File: src/hw/rtl/frps_pkg.sv
package frps_pkg;

   localparam int unsigned ForceWidth   = 16;
   localparam int unsigned TicksWidth   = 16;
   localparam int unsigned SlopeWidth   = 16;
   localparam int unsigned HoldWidth    = 32;
   localparam int unsigned CsrIdxWidth  = 2;
   localparam int unsigned CsrDataWidth = 32;
   localparam int unsigned SlewShift    = 10;
   localparam int unsigned ProdWidth    = SlopeWidth + TicksWidth;
   localparam int unsigned SlewWidth    = ProdWidth - SlewShift;

   typedef enum logic [2:0] {
      PH_IDLE = 3'd0,
      PH_FWD0 = 3'd1,
      PH_REV0 = 3'd2,
      PH_REV1 = 3'd3,
      PH_FWD1 = 3'd4
   } phase_type;

   typedef enum logic [1:0] {
      RM_IDLE = 2'd0,
      RM_RAMP = 2'd1,
      RM_HOLD = 2'd2
   } ramp_mode_type;

   localparam logic OP_START = 1'b0;
   localparam logic OP_TICK  = 1'b1;

   localparam logic [CsrIdxWidth-1:0] CSR_TARGET_HIGH = 2'd0;
   localparam logic [CsrIdxWidth-1:0] CSR_TARGET_LOW  = 2'd1;
   localparam logic [CsrIdxWidth-1:0] CSR_SLOPE_RATE  = 2'd2;
   localparam logic [CsrIdxWidth-1:0] CSR_HOLD_TIMEOUT = 2'd3;

   typedef struct packed {
      logic                  op;
      logic [ForceWidth-1:0] start_force;
      logic [TicksWidth-1:0] delta_ticks;
   } req_item_type;

   typedef struct packed {
      logic                  active;
      logic [ForceWidth-1:0] drive_force;
      logic                  direction_valid;
      logic                  direction_forward;
      logic                  sequence_done;
      logic                  start_rejected;
   } rsp_item_type;

endpackage

File: src/hw/rtl/frps_in_reg.sv
module frps_in_reg (
   input  logic                  clock,
   input  logic                  reset,
   input  logic                  req_valid,
   input  frps_pkg::req_item_type req_item,
   input  logic                  out_ready,
   output logic                  req_stall,
   output logic                  fire,
   output frps_pkg::req_item_type item_ff
);

   logic                  valid_ff;
   logic                  valid_in;
   logic                  load;
   frps_pkg::req_item_type item_in;

   // The held item moves on whenever the result register can take it.
   assign fire      = valid_ff && out_ready;
   assign req_stall = valid_ff && !out_ready;
   assign load      = req_valid && !req_stall;
   assign valid_in  = load || (valid_ff && !out_ready);
   assign item_in   = load ? req_item : item_ff;

   always_ff @(posedge clock) begin
      if (reset) begin
         valid_ff <= 1'b0;
      end else begin
         valid_ff <= valid_in;
      end
   end

   always_ff @(posedge clock) begin
      item_ff <= item_in;
   end

endmodule

File: src/hw/rtl/frps_engine.sv
module frps_engine (
   input  logic                                   clock,
   input  logic                                   reset,
   input  logic                                   csr_write,
   input  logic [frps_pkg::CsrIdxWidth-1:0]       csr_index,
   input  logic [frps_pkg::CsrDataWidth-1:0]      csr_data,
   input  logic                                   fire,
   input  frps_pkg::req_item_type                 item,
   output frps_pkg::rsp_item_type                 result
);

   logic [frps_pkg::ForceWidth-1:0] target_high_ff;
   logic [frps_pkg::ForceWidth-1:0] target_low_ff;
   logic [frps_pkg::SlopeWidth-1:0] slope_rate_ff;
   logic [frps_pkg::HoldWidth-1:0]  hold_timeout_ff;

   frps_pkg::phase_type             phase_ff, phase_in;
   frps_pkg::ramp_mode_type         ramp_mode_ff, ramp_mode_in;
   logic                            aim_high_ff, aim_high_in;
   logic [frps_pkg::ForceWidth-1:0] force_ff, force_in;
   logic [frps_pkg::HoldWidth-1:0]  hold_elapsed_ff, hold_elapsed_in;
   logic                            first_tick_ff, first_tick_in;

   logic [frps_pkg::TicksWidth-1:0] dt;
   logic [frps_pkg::ProdWidth-1:0]  product;
   logic [frps_pkg::SlewWidth-1:0]  slew;
   logic [frps_pkg::ForceWidth-1:0] target;
   logic [frps_pkg::ForceWidth-1:0] gap;
   logic [frps_pkg::HoldWidth:0]    hold_sum;
   logic [frps_pkg::HoldWidth-1:0]  hold_sat;
   logic                            finished;

   always_ff @(posedge clock) begin
      if (reset) begin
         target_high_ff  <= '0;
         target_low_ff   <= '0;
         slope_rate_ff   <= '0;
         hold_timeout_ff <= '0;
      end else if (csr_write) begin
         unique case (csr_index)
            frps_pkg::CSR_TARGET_HIGH:
               target_high_ff <= csr_data[frps_pkg::ForceWidth-1:0];
            frps_pkg::CSR_TARGET_LOW:
               target_low_ff <= csr_data[frps_pkg::ForceWidth-1:0];
            frps_pkg::CSR_SLOPE_RATE:
               slope_rate_ff <= csr_data[frps_pkg::SlopeWidth-1:0];
            frps_pkg::CSR_HOLD_TIMEOUT:
               hold_timeout_ff <= csr_data[frps_pkg::HoldWidth-1:0];
            default: ;
         endcase
      end
   end

   always_ff @(posedge clock) begin
      if (reset) begin
         phase_ff        <= frps_pkg::PH_IDLE;
         ramp_mode_ff    <= frps_pkg::RM_IDLE;
         aim_high_ff     <= 1'b0;
         force_ff        <= '0;
         hold_elapsed_ff <= '0;
         first_tick_ff   <= 1'b0;
      end else if (fire) begin
         phase_ff        <= phase_in;
         ramp_mode_ff    <= ramp_mode_in;
         aim_high_ff     <= aim_high_in;
         force_ff        <= force_in;
         hold_elapsed_ff <= hold_elapsed_in;
         first_tick_ff   <= first_tick_in;
      end
   end

   // The slew is only needed on a tick, where the first tick after a start
   // counts as no elapsed time.
   assign dt       = first_tick_ff ? '0 : item.delta_ticks;
   assign product  = {{frps_pkg::TicksWidth{1'b0}}, slope_rate_ff}
                     * {{frps_pkg::SlopeWidth{1'b0}}, dt};
   assign slew     = product[frps_pkg::ProdWidth-1:frps_pkg::SlewShift];
   assign target   = aim_high_ff ? target_high_ff : target_low_ff;
   assign gap      = (target < force_ff) ? (force_ff - target) : (target - force_ff);
   assign hold_sum = {1'b0, hold_elapsed_ff}
                     + {{(frps_pkg::HoldWidth + 1 - frps_pkg::TicksWidth){1'b0}}, dt};
   assign hold_sat = hold_sum[frps_pkg::HoldWidth] ? '1
                                                   : hold_sum[frps_pkg::HoldWidth-1:0];

   always_comb begin
      phase_in        = phase_ff;
      ramp_mode_in    = ramp_mode_ff;
      aim_high_in     = aim_high_ff;
      force_in        = force_ff;
      hold_elapsed_in = hold_elapsed_ff;
      first_tick_in   = first_tick_ff;
      finished        = 1'b0;
      result          = '0;

      if (item.op == frps_pkg::OP_START) begin
         if (phase_ff != frps_pkg::PH_IDLE) begin
            result.start_rejected = 1'b1;
         end else begin
            force_in        = item.start_force;
            phase_in        = frps_pkg::PH_FWD0;
            ramp_mode_in    = frps_pkg::RM_RAMP;
            aim_high_in     = 1'b0;
            hold_elapsed_in = '0;
            first_tick_in   = 1'b1;
         end
      end else if (phase_ff != frps_pkg::PH_IDLE) begin
         first_tick_in = 1'b0;
         case (ramp_mode_ff)
            frps_pkg::RM_RAMP: begin
               // A slew at least as large as the gap lands on the target, so
               // the narrowed slew below never overshoots or wraps.
               if (target != force_ff) begin
                  if ({{(frps_pkg::SlewWidth - frps_pkg::ForceWidth){1'b0}}, gap} <= slew)
                  begin
                     force_in = target;
                  end else if (target < force_ff) begin
                     force_in = force_ff - slew[frps_pkg::ForceWidth-1:0];
                  end else begin
                     force_in = force_ff + slew[frps_pkg::ForceWidth-1:0];
                  end
               end
               if (force_in == target) begin
                  ramp_mode_in    = frps_pkg::RM_HOLD;
                  hold_elapsed_in = '0;
               end
            end
            frps_pkg::RM_HOLD: begin
               hold_elapsed_in = hold_sat;
               if (hold_sat > hold_timeout_ff) begin
                  ramp_mode_in = frps_pkg::RM_IDLE;
                  finished     = 1'b1;
               end
            end
            default: ;
         endcase

         if (finished) begin
            unique case (phase_ff)
               frps_pkg::PH_FWD0: begin
                  result.direction_valid   = 1'b1;
                  result.direction_forward = 1'b0;
                  ramp_mode_in             = frps_pkg::RM_RAMP;
                  phase_in                 = frps_pkg::PH_REV0;
                  aim_high_in              = 1'b1;
               end
               frps_pkg::PH_REV0: begin
                  ramp_mode_in = frps_pkg::RM_RAMP;
                  phase_in     = frps_pkg::PH_REV1;
                  aim_high_in  = 1'b0;
               end
               frps_pkg::PH_REV1: begin
                  result.direction_valid   = 1'b1;
                  result.direction_forward = 1'b1;
                  ramp_mode_in             = frps_pkg::RM_RAMP;
                  phase_in                 = frps_pkg::PH_FWD1;
                  aim_high_in              = 1'b1;
               end
               default: begin
                  result.sequence_done = 1'b1;
                  phase_in             = frps_pkg::PH_IDLE;
               end
            endcase
         end

         result.active      = 1'b1;
         result.drive_force = force_in;
      end
   end

endmodule

File: src/hw/rtl/frps_out_reg.sv
module frps_out_reg (
   input  logic                   clock,
   input  logic                   reset,
   input  logic                   fire,
   input  frps_pkg::rsp_item_type result,
   input  logic                   rsp_stall,
   output logic                   out_ready,
   output logic                   rsp_valid,
   output frps_pkg::rsp_item_type rsp_item_ff
);

   logic                   valid_ff;
   logic                   valid_in;
   frps_pkg::rsp_item_type rsp_item_in;

   assign out_ready   = !valid_ff || !rsp_stall;
   assign valid_in    = fire || (valid_ff && rsp_stall);
   assign rsp_item_in = fire ? result : rsp_item_ff;
   assign rsp_valid   = valid_ff;

   always_ff @(posedge clock) begin
      if (reset) begin
         valid_ff <= 1'b0;
      end else begin
         valid_ff <= valid_in;
      end
   end

   always_ff @(posedge clock) begin
      rsp_item_ff <= rsp_item_in;
   end

endmodule

File: src/hw/rtl/force_ramp_pull_sequencer_core.sv
// An accepted item is held in the input register, then passes through the
// update logic into the result register.
// Throughput: one item per cycle unless a stalled result holds the output;
// the state update and slew multiply are combinational between the registers.
// Reset (synchronous, active high) empties both registers, returns the
// sequencer to idle and clears all configuration registers to zero.
module force_ramp_pull_sequencer_core (
   input  logic                                clock,
   input  logic                                reset,
   input  logic                                req_valid,
   output logic                                req_stall,
   input  logic                                req_op,
   input  logic [frps_pkg::ForceWidth-1:0]     req_start_force,
   input  logic [frps_pkg::TicksWidth-1:0]     req_delta_ticks,
   output logic                                rsp_valid,
   input  logic                                rsp_stall,
   output logic                                rsp_active,
   output logic [frps_pkg::ForceWidth-1:0]     rsp_drive_force,
   output logic                                rsp_direction_valid,
   output logic                                rsp_direction_forward,
   output logic                                rsp_sequence_done,
   output logic                                rsp_start_rejected,
   input  logic                                csr_write,
   input  logic [frps_pkg::CsrIdxWidth-1:0]    csr_index,
   input  logic [frps_pkg::CsrDataWidth-1:0]   csr_data
);

   frps_pkg::req_item_type req_item;
   frps_pkg::req_item_type item_ff;
   frps_pkg::rsp_item_type result;
   frps_pkg::rsp_item_type rsp_item_ff;
   logic                   fire;
   logic                   out_ready;

   assign req_item.op          = req_op;
   assign req_item.start_force = req_start_force;
   assign req_item.delta_ticks = req_delta_ticks;

   frps_in_reg u_in_reg (
      .clock     (clock),
      .reset     (reset),
      .req_valid (req_valid),
      .req_item  (req_item),
      .out_ready (out_ready),
      .req_stall (req_stall),
      .fire      (fire),
      .item_ff   (item_ff)
   );

   frps_engine u_engine (
      .clock     (clock),
      .reset     (reset),
      .csr_write (csr_write),
      .csr_index (csr_index),
      .csr_data  (csr_data),
      .fire      (fire),
      .item      (item_ff),
      .result    (result)
   );

   frps_out_reg u_out_reg (
      .clock       (clock),
      .reset       (reset),
      .fire        (fire),
      .result      (result),
      .rsp_stall   (rsp_stall),
      .out_ready   (out_ready),
      .rsp_valid   (rsp_valid),
      .rsp_item_ff (rsp_item_ff)
   );

   assign rsp_active            = rsp_item_ff.active;
   assign rsp_drive_force       = rsp_item_ff.drive_force;
   assign rsp_direction_valid   = rsp_item_ff.direction_valid;
   assign rsp_direction_forward = rsp_item_ff.direction_forward;
   assign rsp_sequence_done     = rsp_item_ff.sequence_done;
   assign rsp_start_rejected    = rsp_item_ff.start_rejected;

endmodule

File: config.mk
export PLATFORM = sky130hd
export DESIGN_NAME = force_ramp_pull_sequencer_core
export DESIGN_NICKNAME = d
export VERILOG_FILES = /design/src/hw/rtl/frps_pkg.sv /design/src/hw/rtl/frps_in_reg.sv /design/src/hw/rtl/frps_engine.sv /design/src/hw/rtl/frps_out_reg.sv /design/src/hw/rtl/force_ramp_pull_sequencer_core.sv
export SDC_FILE = /design/constraint.sdc
export NUM_CORES = 1
export LEC_CHECK = 0
export ABC_AREA = 1
export BUFFER_PORTS_ARGS = -buffer_cell sky130_fd_sc_hd__buf_2
export CAP_MARGIN = 10
export CORE_UTILIZATION = 38
export CTS_CLUSTER_DIAMETER = 120
export DETAILED_ROUTE_END_ITERATION = 6
export GPL_ROUTABILITY_DRIVEN = 0
export PLACE_DENSITY = 0.54
export SLEW_MARGIN = 40
export SYNTH_ARGS = -nofsm -noshare
export SYNTH_HDL_FRONTEND = slang
export SYNTH_SLANG_ARGS = --single-unit
File: constraint.sdc
create_clock -name clock -period 7.7 [get_ports clock]
set_input_delay 0.385 -clock clock [delete_from_list [all_inputs] [get_ports clock]]
set_output_delay 0.385 -clock clock [all_outputs]
set_load 0.01 [all_outputs]
======== Word-level counts from Yosys, hierarchy flattened ========
Index checks and enable logic that the tools add are counted.
cells by class
  add/subtract/negate cells ............... 5
  multiply operators ...................... 1
  magnitude comparators ................... 3
  equality and inequality tests ........... 16
  mux-type cells .......................... 49
  reduce and logical (&&, ||, !) cells .... 25
operators by type and width
  operator                                                         number
  16-bit two-way mux                                               13
  32-bit two-way mux                                               5
  32-bit one-hot mux with 2 select lines                           1
  16-bit subtractor                                                3
  32-bit by 16-bit adder with 33-bit output                        1
  32-bit greater-than comparator                                   1
  16-bit by 16-bit multiplier with 32-bit output                   1
  16-bit by 22-bit <= comparator with 1-bit output                 1
  20-bit two-way mux                                               1
  16-bit adder                                                     1
  16-bit == test                                                   1
  16-bit less-than comparator                                      1
  16-bit != test                                                   1
  3-bit two-way mux                                                5
  2-bit two-way mux                                                7
  1-bit two-way mux                                                13
  2-bit AND reduction                                              5
  5-bit AND reduction                                              2
  3-bit != test, second input constant                             3
  3-bit one-hot mux with 3 select lines                            1
  2-bit one-hot mux with 2 select lines                            2
  2-bit == test, second input constant                             3
  3-bit by 2-bit == test with 1-bit output, second input constant  2
  3-bit AND reduction                                              2
  other kinds (13)                                                 23
word-level totals
  flip-flop bits (word level) ............. 191
  input bits .............................. 72
  output and inout bits ................... 23

======== Depth between registers and ports, before layout ========
Gate-level depths: netlist (run 1).
  depth after elaboration ................. 16
  depth in mapped cells ................... 59
  depth with buffers taken out ............ 57

======== Modules after synthesis ========
From an unflattened synthesis (run 1), not the netlist that was laid out.
second synthesis, totals
  cells, all modules ...................... 3,045
  area, all modules ....................... 21,797.2 um^2
modules (own cells, without submodules)
  module        times used  cells each  area each (um^2)  sequential area each (um^2)
  frps_engine   1           2,978       20,080.5          2,702.6
  frps_in_reg   1           42          1,047.3           1,011.0
  frps_out_reg  1           25          669.4             650.6

======== Worst setup path after synthesis (run 1) ========
No wires, ideal clock.
  path type ............................... reg-to-reg
  start point ............................. register u_engine.first_tick_ff
  end point ............................... register u_engine.hold_elapsed_ff[0] (netlist bit)
  arrival time ............................ 8.348 ns
  data required time ...................... 7.587 ns
  setup slack ............................. -0.761 ns
  stages on the path, launching flop included .. 52
  clock period less this slack ............ 8.461 ns
  path through ............................ dfxtp_1 -> inv_4 -> clkbuf_1 -> nand2_1 -> clkbuf_1 -> nor2_1 -> fa_1 -> inv_1 -> fa_1 -> inv_1 -> fa_1 -> fa_1 -> fa_1 -> inv_1 -> fa_1 -> inv_1 -> ha_1 -> nand2_1 -> [... 16 more ...] -> o21ai_0 -> nand2_1 -> nand2_1 -> nand2_1 -> nand2_1 -> xnor2_1 -> nand2_1 -> nand3_1 -> nand3_1 -> nand2_1 -> nand3_1 -> nor2_2 -> nand2_2 -> nand3_4 -> nand3_4 -> buf_6 -> nor2_1 -> nor2_1
on the way
  word-level cells in the longest chain between the ends .. 12
RTL lines
  what                                               line                                    source
  start: declaration                                 frps_engine.sv:22                       logic first_tick_ff, first_tick_in;
  start signal: assignment                           frps_engine.sv:68                       first_tick_ff <= first_tick_in;
  16-bit two-way mux *                               frps_engine.sv:74                       assign dt = first_tick_ff ? '0 : item.delta_ticks;
  16-bit by 16-bit multiplier with 32-bit output     frps_engine.sv:76                       * {{frps_pkg::SlopeWidth{1'b0}}, dt};
  16-bit adder or 16-bit subtractor (tied branches)  frps_engine.sv:119, frps_engine.sv:117
  16-bit two-way mux                                 frps_engine.sv:116                      end else if (target < force_ff) begin
  16-bit two-way mux                                 frps_engine.sv:113                      if ({{(frps_pkg::SlewWidth - frps_pkg::ForceWidth){1'b0}}, gap} <= slew)
  16-bit two-way mux                                 frps_engine.sv:112                      if (target != force_ff) begin
  16-bit two-way mux                                 frps_engine.sv:108                      case (ramp_mode_ff)
  16-bit two-way mux                                 frps_engine.sv:106                      end else if (phase_ff != frps_pkg::PH_IDLE) begin
  16-bit two-way mux                                 frps_engine.sv:95                       if (item.op == frps_pkg::OP_START) begin
  16-bit == test                                     frps_engine.sv:122                      if (force_in == target) begin
  3-bit != test (no line)                            --
  5-bit AND reduction (no line)                      --
  end signal: assignment                             frps_engine.sv:67                       hold_elapsed_ff <= hold_elapsed_in;
  end: declaration                                   frps_engine.sv:21                       logic [frps_pkg::HoldWidth-1:0] hold_elapsed_ff, hold_elapsed_in;
Mark *: on every way between the ends. The rest lies on a longest branch, timed or not. The select of a mux whose other input is x is not followed.
A chain may end at the register's enable or synchronous reset.

======== Worst setup path after layout (run 1) ========
  start point ............................. register u_in_reg.item_ff[1] (netlist name)
  end point ............................... register u_engine.hold_elapsed_ff[3] (netlist bit)
on the way
  word-level cells in the longest chain between the ends .. 12
RTL lines
  what                                               line
  16-bit two-way mux *                               frps_engine.sv:74
  16-bit by 16-bit multiplier with 32-bit output     frps_engine.sv:76
  16-bit adder or 16-bit subtractor (tied branches)  frps_engine.sv:119, frps_engine.sv:117
  16-bit two-way mux                                 frps_engine.sv:116
  16-bit two-way mux                                 frps_engine.sv:113
  16-bit two-way mux                                 frps_engine.sv:112
  16-bit two-way mux                                 frps_engine.sv:108
  16-bit two-way mux                                 frps_engine.sv:106
  16-bit two-way mux                                 frps_engine.sv:95
  16-bit == test                                     frps_engine.sv:122
  3-bit != test (no line)                            --
  5-bit AND reduction (no line)                      --
Marks and branches as above.

==> summary.md, run 1 <==
| Metric | Value |
|---|---|
| Initial antenna violation count | `5` |
| CTS HTree Levels | `4` |
| First-pass GRT wire length | `114,800 microns` |
| Number of CTS-inserted buffers | `17` |
| CTS tree | `done` |
| Row cnt | `87` |
| Peak fanout along the critical path | `8` |
| Total track usage | `25.74%` |
| Unrepaired setup endpoints after global routing | `yes` |
| Setup slack after layout | `-0.9360 ns` |
| Root buffer cell | `clkbuf_16` |
| EDFF count, synth | `54` |
| Failing checks | `DRC, setup timing` |
| Worst R2R Path Depth | `50` |
| Pin count of the biggest net entering global routing | `75` |
| Syn nets | `3,507` |
| Drt pass-1 iters | `7` |
| Final slew viol count | `0` |
| Tmin final | `8.636 ns` |
| Average routed wire per standard cell | `17.63 microns` |
| Worst-skew pair later-pin latency | `0.49 ns` |
| CORE AREA | `56,390 sq um` |
| Total wire length | `73,720 microns` |
| Reg-to-Reg End | `u_engine.hold_elapsed_ff[3]` |
| Part of the power in registers | `15.5%` |
| Hold Path Class | `in2reg` |
| Reg2reg setup slack | `-0.94 ns` |
| Critical path class | `reg2reg` |
| Critical path endpoint category | `flip-flop` |
| Vias/cell | `5.071` |
| PwrDens | `262.2 nW/um^2` |
| Register bit total from synthesis | `191` |
| Critical Path RT | `8.12 ns` |
| Avg Inst Size Synth | `7.173 sq um` |
| Worst-Margin Slew | `0.7772 ns` |
| Max Root-Sink Buffers | `2` |
| Hold Path Depth | `1` |
| Critical path startpoint category | `flip-flop` |
| Area Growth Syn to Fin | `30.20%` |
| Status | `complete, but fails checks` |
| DP Area | `25,320 sq um` |
| FMAX | `0.1158 GHz` |
| Max stage delay cell, worst path | `fa_2` |
| HP Start | `req_start_force[0]` |
| Initial Util | `38.46%` |
| Hold Path Sink | `u_in_reg.item_ff[16]` |
| Die ar. | `58,020 sq um` |
| Max Cap Violations | `0` |
| Final instance area | `28,230 sq um` |
| Vias in the first global route | `21,200` |
| Reg-to-Reg Start | `u_in_reg.item_ff[1]` |
| NumNets Final | `3,896` |
| Synth Warn # | `0` |
| Worst Skew | `0.02363 ns` |
| Post-route ant nets | `0` |
| Iter 0 DRT Violations | `1,372` |
| Final setup violation count | `60` |
| Worst stage delay on the critical path | `0.61 ns` |
| Worst relative slew slack | `47.64%` |
| Post-synthesis sequential area ratio | `20.13%` |
| Final Hold Fails | `0` |
| Die Ht | `240.9 microns` |
| P_leak | `13.59 nW` |
| Total Neg Setup Slack | `-34.89 ns` |
| Port Buffers | `94` |
| Total number of vias | `21,210` |
| Clk pwr share | `12.7%` |
| Net Sw Frac | `47.04%` |
| DRC violations left | `3` |
| Ratio of cells with drive above 1 in the final layout | `25.93%` |
| NetSw | `3.482 mW` |
| Total gr overflow | `0` |
| Synth Instances | `3,023` |
| Comb pwr share | `71.9%` |
| Worst-path clk slew | `0.09 ns` |
| Yosys cell types | `51` |
| Final worst path period share | `112.2%` |
| Asr flop ratio synth | `0%` |
| Most frequent CP cell | `nand2_2` |
| Peak supply drop | `0.2008 mV` |
| Ports | `95` |
| CP Data Arrival Time | `9.05 ns` |
| Syn Std Cell Area | `21,680 sq um` |
| Internal | `3.920 mW` |
| Dominant synthesized flop cell | `dfxtp_1` |
| Hold Slack | `0.06973 ns` |
| Die width | `240.9 microns` |
| Hpwl dp | `57,050 microns` |
| Clock sinks | `191` |
[Yosys cell counts (all sizes together) (7+ instances only)]
| cell | instances | area share [%] |
|---|---|---|
| nand2 | 712 | 13 |
| ha | 215 | 12 |
| fa | 197 | 18 |
| dfxtp | 137 | 13 |
| o211ai | 20 | 0.69 |
| o21bai | 7 | 0.24 |
| nand3b | 8 | 0.28 |
| clkinv | 16 | 0.28 |
| buf | 20 | 0.57 |
| a211oi | 8 | 0.28 |
| a21oi | 191 | 4.4 |
| nor3 | 24 | 0.55 |
| xor2 | 44 | 1.8 |
| nand4 | 52 | 1.5 |
| o21ai | 175 | 4.0 |
| xnor2 | 23 | 0.93 |
| edfxtp | 54 | 7.5 |
| nor2 | 314 | 5.6 |
| inv | 563 | 9.8 |
| nand3 | 124 | 3.0 |
| clkbuf | 78 | 1.4 |
| a21o | 8 | 0.28 |
[routing by layer]
layer	track usage, %	wire (microns)	share of wire [%]
met2	42.57	34400	47
met5	0	57	0.077
met3	3.248	3844	5.2
met1	34.22	32740	44
met4	9.666	2673	3.6
[worst max-delay path by stage]
stage | from | to | slack [ns] | depth (start not counted)
after detailed placement | u_engine.first_tick_ff | u_engine.hold_elapsed_ff[18] | -1.12 | 54
after global placement | u_engine.first_tick_ff | u_engine.hold_elapsed_ff[18] | -1.12 | 49
after floorplan | u_engine.first_tick_ff | u_engine.hold_elapsed_ff[0] | -0.14 | 50
final | u_in_reg.item_ff[1] | u_engine.hold_elapsed_ff[3] | -0.94 | 50
after CTS | u_engine.first_tick_ff | u_engine.hold_elapsed_ff[30] | -0.84 | 56
after global routing | u_engine.first_tick_ff | u_engine.hold_elapsed_ff[3] | -1.40 | 51
[sequential cells by signal, summed over array words and instances (netlist names)]
name	flops
u_in_reg.item_ff	33
u_engine.hold_elapsed_ff	32
u_engine.hold_timeout_ff	32
u_out_reg.rsp_item_ff	21
u_engine.force_ff	16
u_engine.slope_rate_ff	16
u_engine.target_high_ff	16
u_engine.target_low_ff	16
u_engine.phase_ff	3
u_engine.ramp_mode_ff	2
u_engine.aim_high_ff	1
u_engine.first_tick_ff	1
u_in_reg.valid_ff	1
u_out_reg.rsp_valid	1
[through the flow]
stage | total power [mW] | utilization, % | setup slack [ns] | instances
3_5_place_dp | 5.213 | 44.91 | -1.125 | 4062
6_report | 7.402 | 50.07 | -0.9360 | 4182
2_1_floorplan | 3.613 | - | -0.1363 | 3023
3_3_place_gp | 5.162 | 44.88 | -1.119 | 4062
4_1_cts | 6.853 | 48.60 | -0.8403 | 4163
5_1_grt | 7.933 | 50.07 | -1.396 | 4181
[cells by family (layout without fill, tap and decap cells)]
group	Yosys count	in the layout	share of synthesized area [%]
compound gates	433	433	10.86
xor+xnor	67	67	2.706
fa+ha+maj	412	412	30.59
buf+inv	677	1073	11.96
flops	191	191	20.13
mux	1	1	0.04616
other cells	0	1	0
simple gates	1242	1248	23.71
[cells in the final DEF (no fill, tap or decap), drive strengths merged, types with 7 or more instances in the layout]
| cell type | count |
|---|---|
| fa | 197 |
| nor3 | 24 |
| nand4 | 52 |
| nand2 | 718 |
| inv | 570 |
| a21oi | 191 |
| a21o | 8 |
| o211ai | 20 |
| xor2 | 44 |
| xnor2 | 23 |
| clkbuf | 19 |
| nand3b | 8 |
| ha | 215 |
| dfxtp | 137 |
| a211oi | 8 |
| clkinv | 22 |
| nor2 | 314 |
| edfxtp | 54 |
| o21bai | 7 |
| buf | 459 |
| o21ai | 175 |
| nand3 | 124 |
[worst max-delay path, delay by kind of cell (launching register included)]
family / cells / cell delay [ns]
DFF: 1 / 0.44
buffers and inverters: 10 / 1.04
AOI/OAI and AO/OA: 1 / 0.17
adders and majority gates: 8 / 3.64
xor gates and xnor gates: 2 / 0.25
and+or+nand+nor: 29 / 3.02
[power groups by stage]
| stage | registers [mW] | logic, mW | clock network, mW |
|---|---|---|---|
| 6_report | 1.15 | 5.32 | 0.937 |
| 5_1_grt | 1.15 | 5.80 | 0.984 |
| 3_3_place_gp | 1.16 | 4.00 | 0 |
| 2_1_floorplan | 1.15 | 2.46 | 0 |
| 3_5_place_dp | 1.16 | 4.05 | 0 |
| 4_1_cts | 1.14 | 4.75 | 0.955 |
[what timing repair did]
action                     CTS  global route
setup endpoints to repair   66            69
gates cloned                12             2
buffers inserted            58            21
hold buffers                 0             0
gates resized for setup    238           174
pin swaps                  111            84
[cell type report]
cell class,instances,area (sq um)
diodes,1,2.502
clock buffers,18,429.2
clock inverters,14,160.2
fillers,5563,28150
inverters,579,2216
multi-input cells,2161,16460
flip-flops and latches,191,4369
well taps,756,945.9
repair buffers,460,3635
repair inverters,2,18.77
Note: power is estimated with default switching activity, not from simulation.
==> run 2: changes to the inputs <==
==> constraint.sdc (replaced) <==
create_clock -name clock -period 7.1 [get_ports clock]
set_input_delay 0.355 -clock clock [delete_from_list [all_inputs] [get_ports clock]]
set_output_delay 0.355 -clock clock [all_outputs]
set_load 0.01 [all_outputs]
==> summary.md, run 2 (same netlist as run 1, synthesis figures left out) <==
| Metric | Value |
|---|---|
| Status | `complete, but fails checks` |
| Failing checks | `setup timing` |
| Most frequent CP cell | `nand2_2` |
| Reg-to-Reg Start | `u_engine.first_tick_ff` |
| Pin count of the biggest net entering global routing | `115 (+53%)` |
| Total wire length | `72,110 microns (-2.2%)` |
| Fin cells | `4,170 (-0.29%)` |
| Average routed wire per standard cell | `17.29 microns (-1.9%)` |
| Unrepaired setup endpoints after global routing | `yes` |
| Worst relative slew slack | `42.33% (-5.3 points)` |
| Die Ht | `240.9 microns (unchanged)` |
| Final Hold Fails | `0 (unchanged)` |
| Ratio of cells with drive above 1 in the final layout | `22.92% (-3.0 points)` |
| Met1 usage | `33.99% (-0.23 points)` |
| Total track usage | `25.16% (-0.58 points)` |
| Root buffer cell | `clkbuf_16` |
| Row cnt | `87 (unchanged)` |
| Drt pass-1 iters | `5 (-2)` |
| Clock sinks | `191 (unchanged)` |
| Hold Slack | `0.03086 ns (-0.03887 ns)` |
| Initial Util | `38.46% (unchanged)` |
| Peak supply drop | `0.2040 mV (+1.6%)` |
| Worst stage delay on the critical path | `0.58 ns (-0.03 ns)` |
| Hold Path Class | `in2reg` |
| CP Data Arrival Time | `9.17 ns (+0.12 ns)` |
| Critical Path Source | `u_engine.first_tick_ff` |
| Iter 0 DRT Violations | `1,228 (-10%)` |
| CTS HTree Levels | `4 (unchanged)` |
| Global routing usage on met3 | `2.894% (-0.35 points)` |
| Max Cap Violations | `0 (unchanged)` |
| Max stage delay cell, worst path | `fa_2` |
| Post-route ant nets | `0 (unchanged)` |
| Dpl cells | `4,105 (+1.1%)` |
| Total Neg Setup Slack | `-81.24 ns (-46.35 ns)` |
| Number of CTS-inserted buffers | `17 (unchanged)` |
| Final worst path period share | `123.2% (+11 points)` |
| Worst-Margin Slew | `0.8618 ns (+0.08465 ns)` |
| Critical Path RT | `7.53 ns (-0.59 ns)` |
| NumNets Final | `3,883 (-0.33%)` |
| Area Growth Syn to Fin | `26.48%` |
| Fin util | `48.64% (-1.4 points)` |
| CORE AREA | `56,390 sq um (unchanged)` |
| P_leak | `13.37 nW (-1.6%)` |
| Ports | `95 (unchanged)` |
| Vias in the first global route | `20,740 (-2.2%)` |
| DRC violations left | `0 (-3)` |
| Critical path startpoint category | `flip-flop` |
| Most common cell after layout, fill and taps aside | `nand2_1` |
| Final setup violation count | `66 (+10%)` |
| Commonest non-fill, non-tap cells in the layout | `622 x nand2_1, 514 x inv_1, 332 x buf_4` |
| Die width | `240.9 microns (unchanged)` |
| Worst-skew pair later-pin latency | `0.49 ns (about the same)` |
| Worst R2R Path Depth | `51 (+2.0%)` |
| PwrDens | `270.0 nW/um^2 (+3.0%)` |
| Biggest register | `u_in_reg.item_ff` |
| Largest register FFs | `33 (unchanged)` |
| Max Root-Sink Buffers | `2 (unchanged)` |
| First-pass GRT wire length | `111,800 microns (-2.6%)` |
| Peak fanout along the critical path | `7 (-1)` |
| Reg2reg setup slack | `-1.65 ns (-0.71 ns)` |
| Most used routing layer | `met2` |
| Critical path class | `reg2reg` |
| Worst-path clk slew | `0.09 ns (about the same)` |
| FMAX | `0.1143 GHz (-1.3%)` |
| Hpwl dp | `57,600 microns (+0.97%)` |
| Die ar. | `58,020 sq um (unchanged)` |
| Worst setup endpoint | `u_engine.hold_elapsed_ff[11]` |
| Setup slack after layout | `-1.646 ns (-0.7095 ns)` |
| Cts hold-fix bufs | `0 (unchanged)` |
| Tmin final | `8.746 ns (+0.1095 ns)` |
| Total gr overflow | `0 (unchanged)` |
| Largest registers | `u_in_reg.item_ff: 33 flops, u_engine.hold_elapsed_ff: 32 flops, u_engine.hold_timeout_ff: 32 flops` |
| Initial antenna violation count | `5 (unchanged)` |
| Met2 Use GR | `41.79% (-0.78 points)` |
| Reg-to-Reg End | `u_engine.hold_elapsed_ff[11]` |
| Final slew viol count | `0 (unchanged)` |
| Critical path endpoint category | `flip-flop` |
| Worst Skew | `0.01794 ns (-0.005697 ns)` |
| Vias/cell | `5.021 (-0.97%)` |
| Port Buffers | `94 (unchanged)` |
| Total number of vias | `20,940 (-1.3%)` |
| CTS tree | `done` |
## run 2: worst max-delay path, delay by kind of cell, from the launching register on
kind | cells | cell delay, ns
AND/OR/NAND/NOR | 26 | 2.64
adder cells (fa/ha/maj) | 8 | 3.66
buffers and inverters | 11 | 0.98
AO/OA/AOI/OAI | 3 | 0.43
XOR/XNOR | 3 | 0.57
flip-flops | 1 | 0.38
## run 2: power by group
part	leakage, nW	total [mW]	switching (mW)	internal [mW]
sequential	1.65	1.24	0.0514	1.19
clock	0.305	1.09	0.525	0.568
combinational	11.4	5.07	2.84	2.23
total	13.4	7.40	3.41	3.99
## run 2: cell type report
class                           instances  area, sq um
Clock inverter                         15        192.7
Timing Repair Buffer                  455         3491
Multi-Input combinational cell       2155        15790
Antenna cell                            2        5.005
Inverter                              579         2206
Tap cell                              756        945.9
Fill cell                            5707        28960
Clock buffer                           17        425.4
Sequential cell                       191         4368
## run 2: metrics by stage
stage	instance area [sq um]	power [mW]	worst slack [ns]
after floorplan	22200	3.980	-0.7361
after global placement	25750	5.742	-1.579
after detailed placement	25760	5.818	-1.610
after CTS	26470	7.002	-1.556
after global routing	27430	8.003	-2.086
final	27430	7.404	-1.646
## run 2: worst min-delay path by stage
stage	start	endpoint	slack, ns	cells past startpoint
after floorplan	reset	u_out_reg.rsp_valid	0.42	1
after global placement	u_engine.target_high_ff[7]	u_engine.target_high_ff[7]	0.44	2
after detailed placement	u_engine.target_high_ff[7]	u_engine.target_high_ff[7]	0.45	2
after CTS	req_delta_ticks[0]	u_in_reg.item_ff[0]	0.01	1
after global routing	req_delta_ticks[0]	u_in_reg.item_ff[0]	0.02	1
final	req_delta_ticks[2]	u_in_reg.item_ff[2]	0.03	1
## run 2: timing repair
item / in CTS / in global routing
pin swaps: 4 / 135
cloned: 0 / 5
gates resized for setup: 20 / 207
setup endpoints to repair: 66 / 73
setup buffers: 1 / 27
## run 2: metal layers
layer / wire length [microns] / share of wire, %
met3: 3840 / 5.3
met2: 33510 / 46
met5: 23 / 0.032
met1: 32570 / 45
met4: 2170 / 3.0
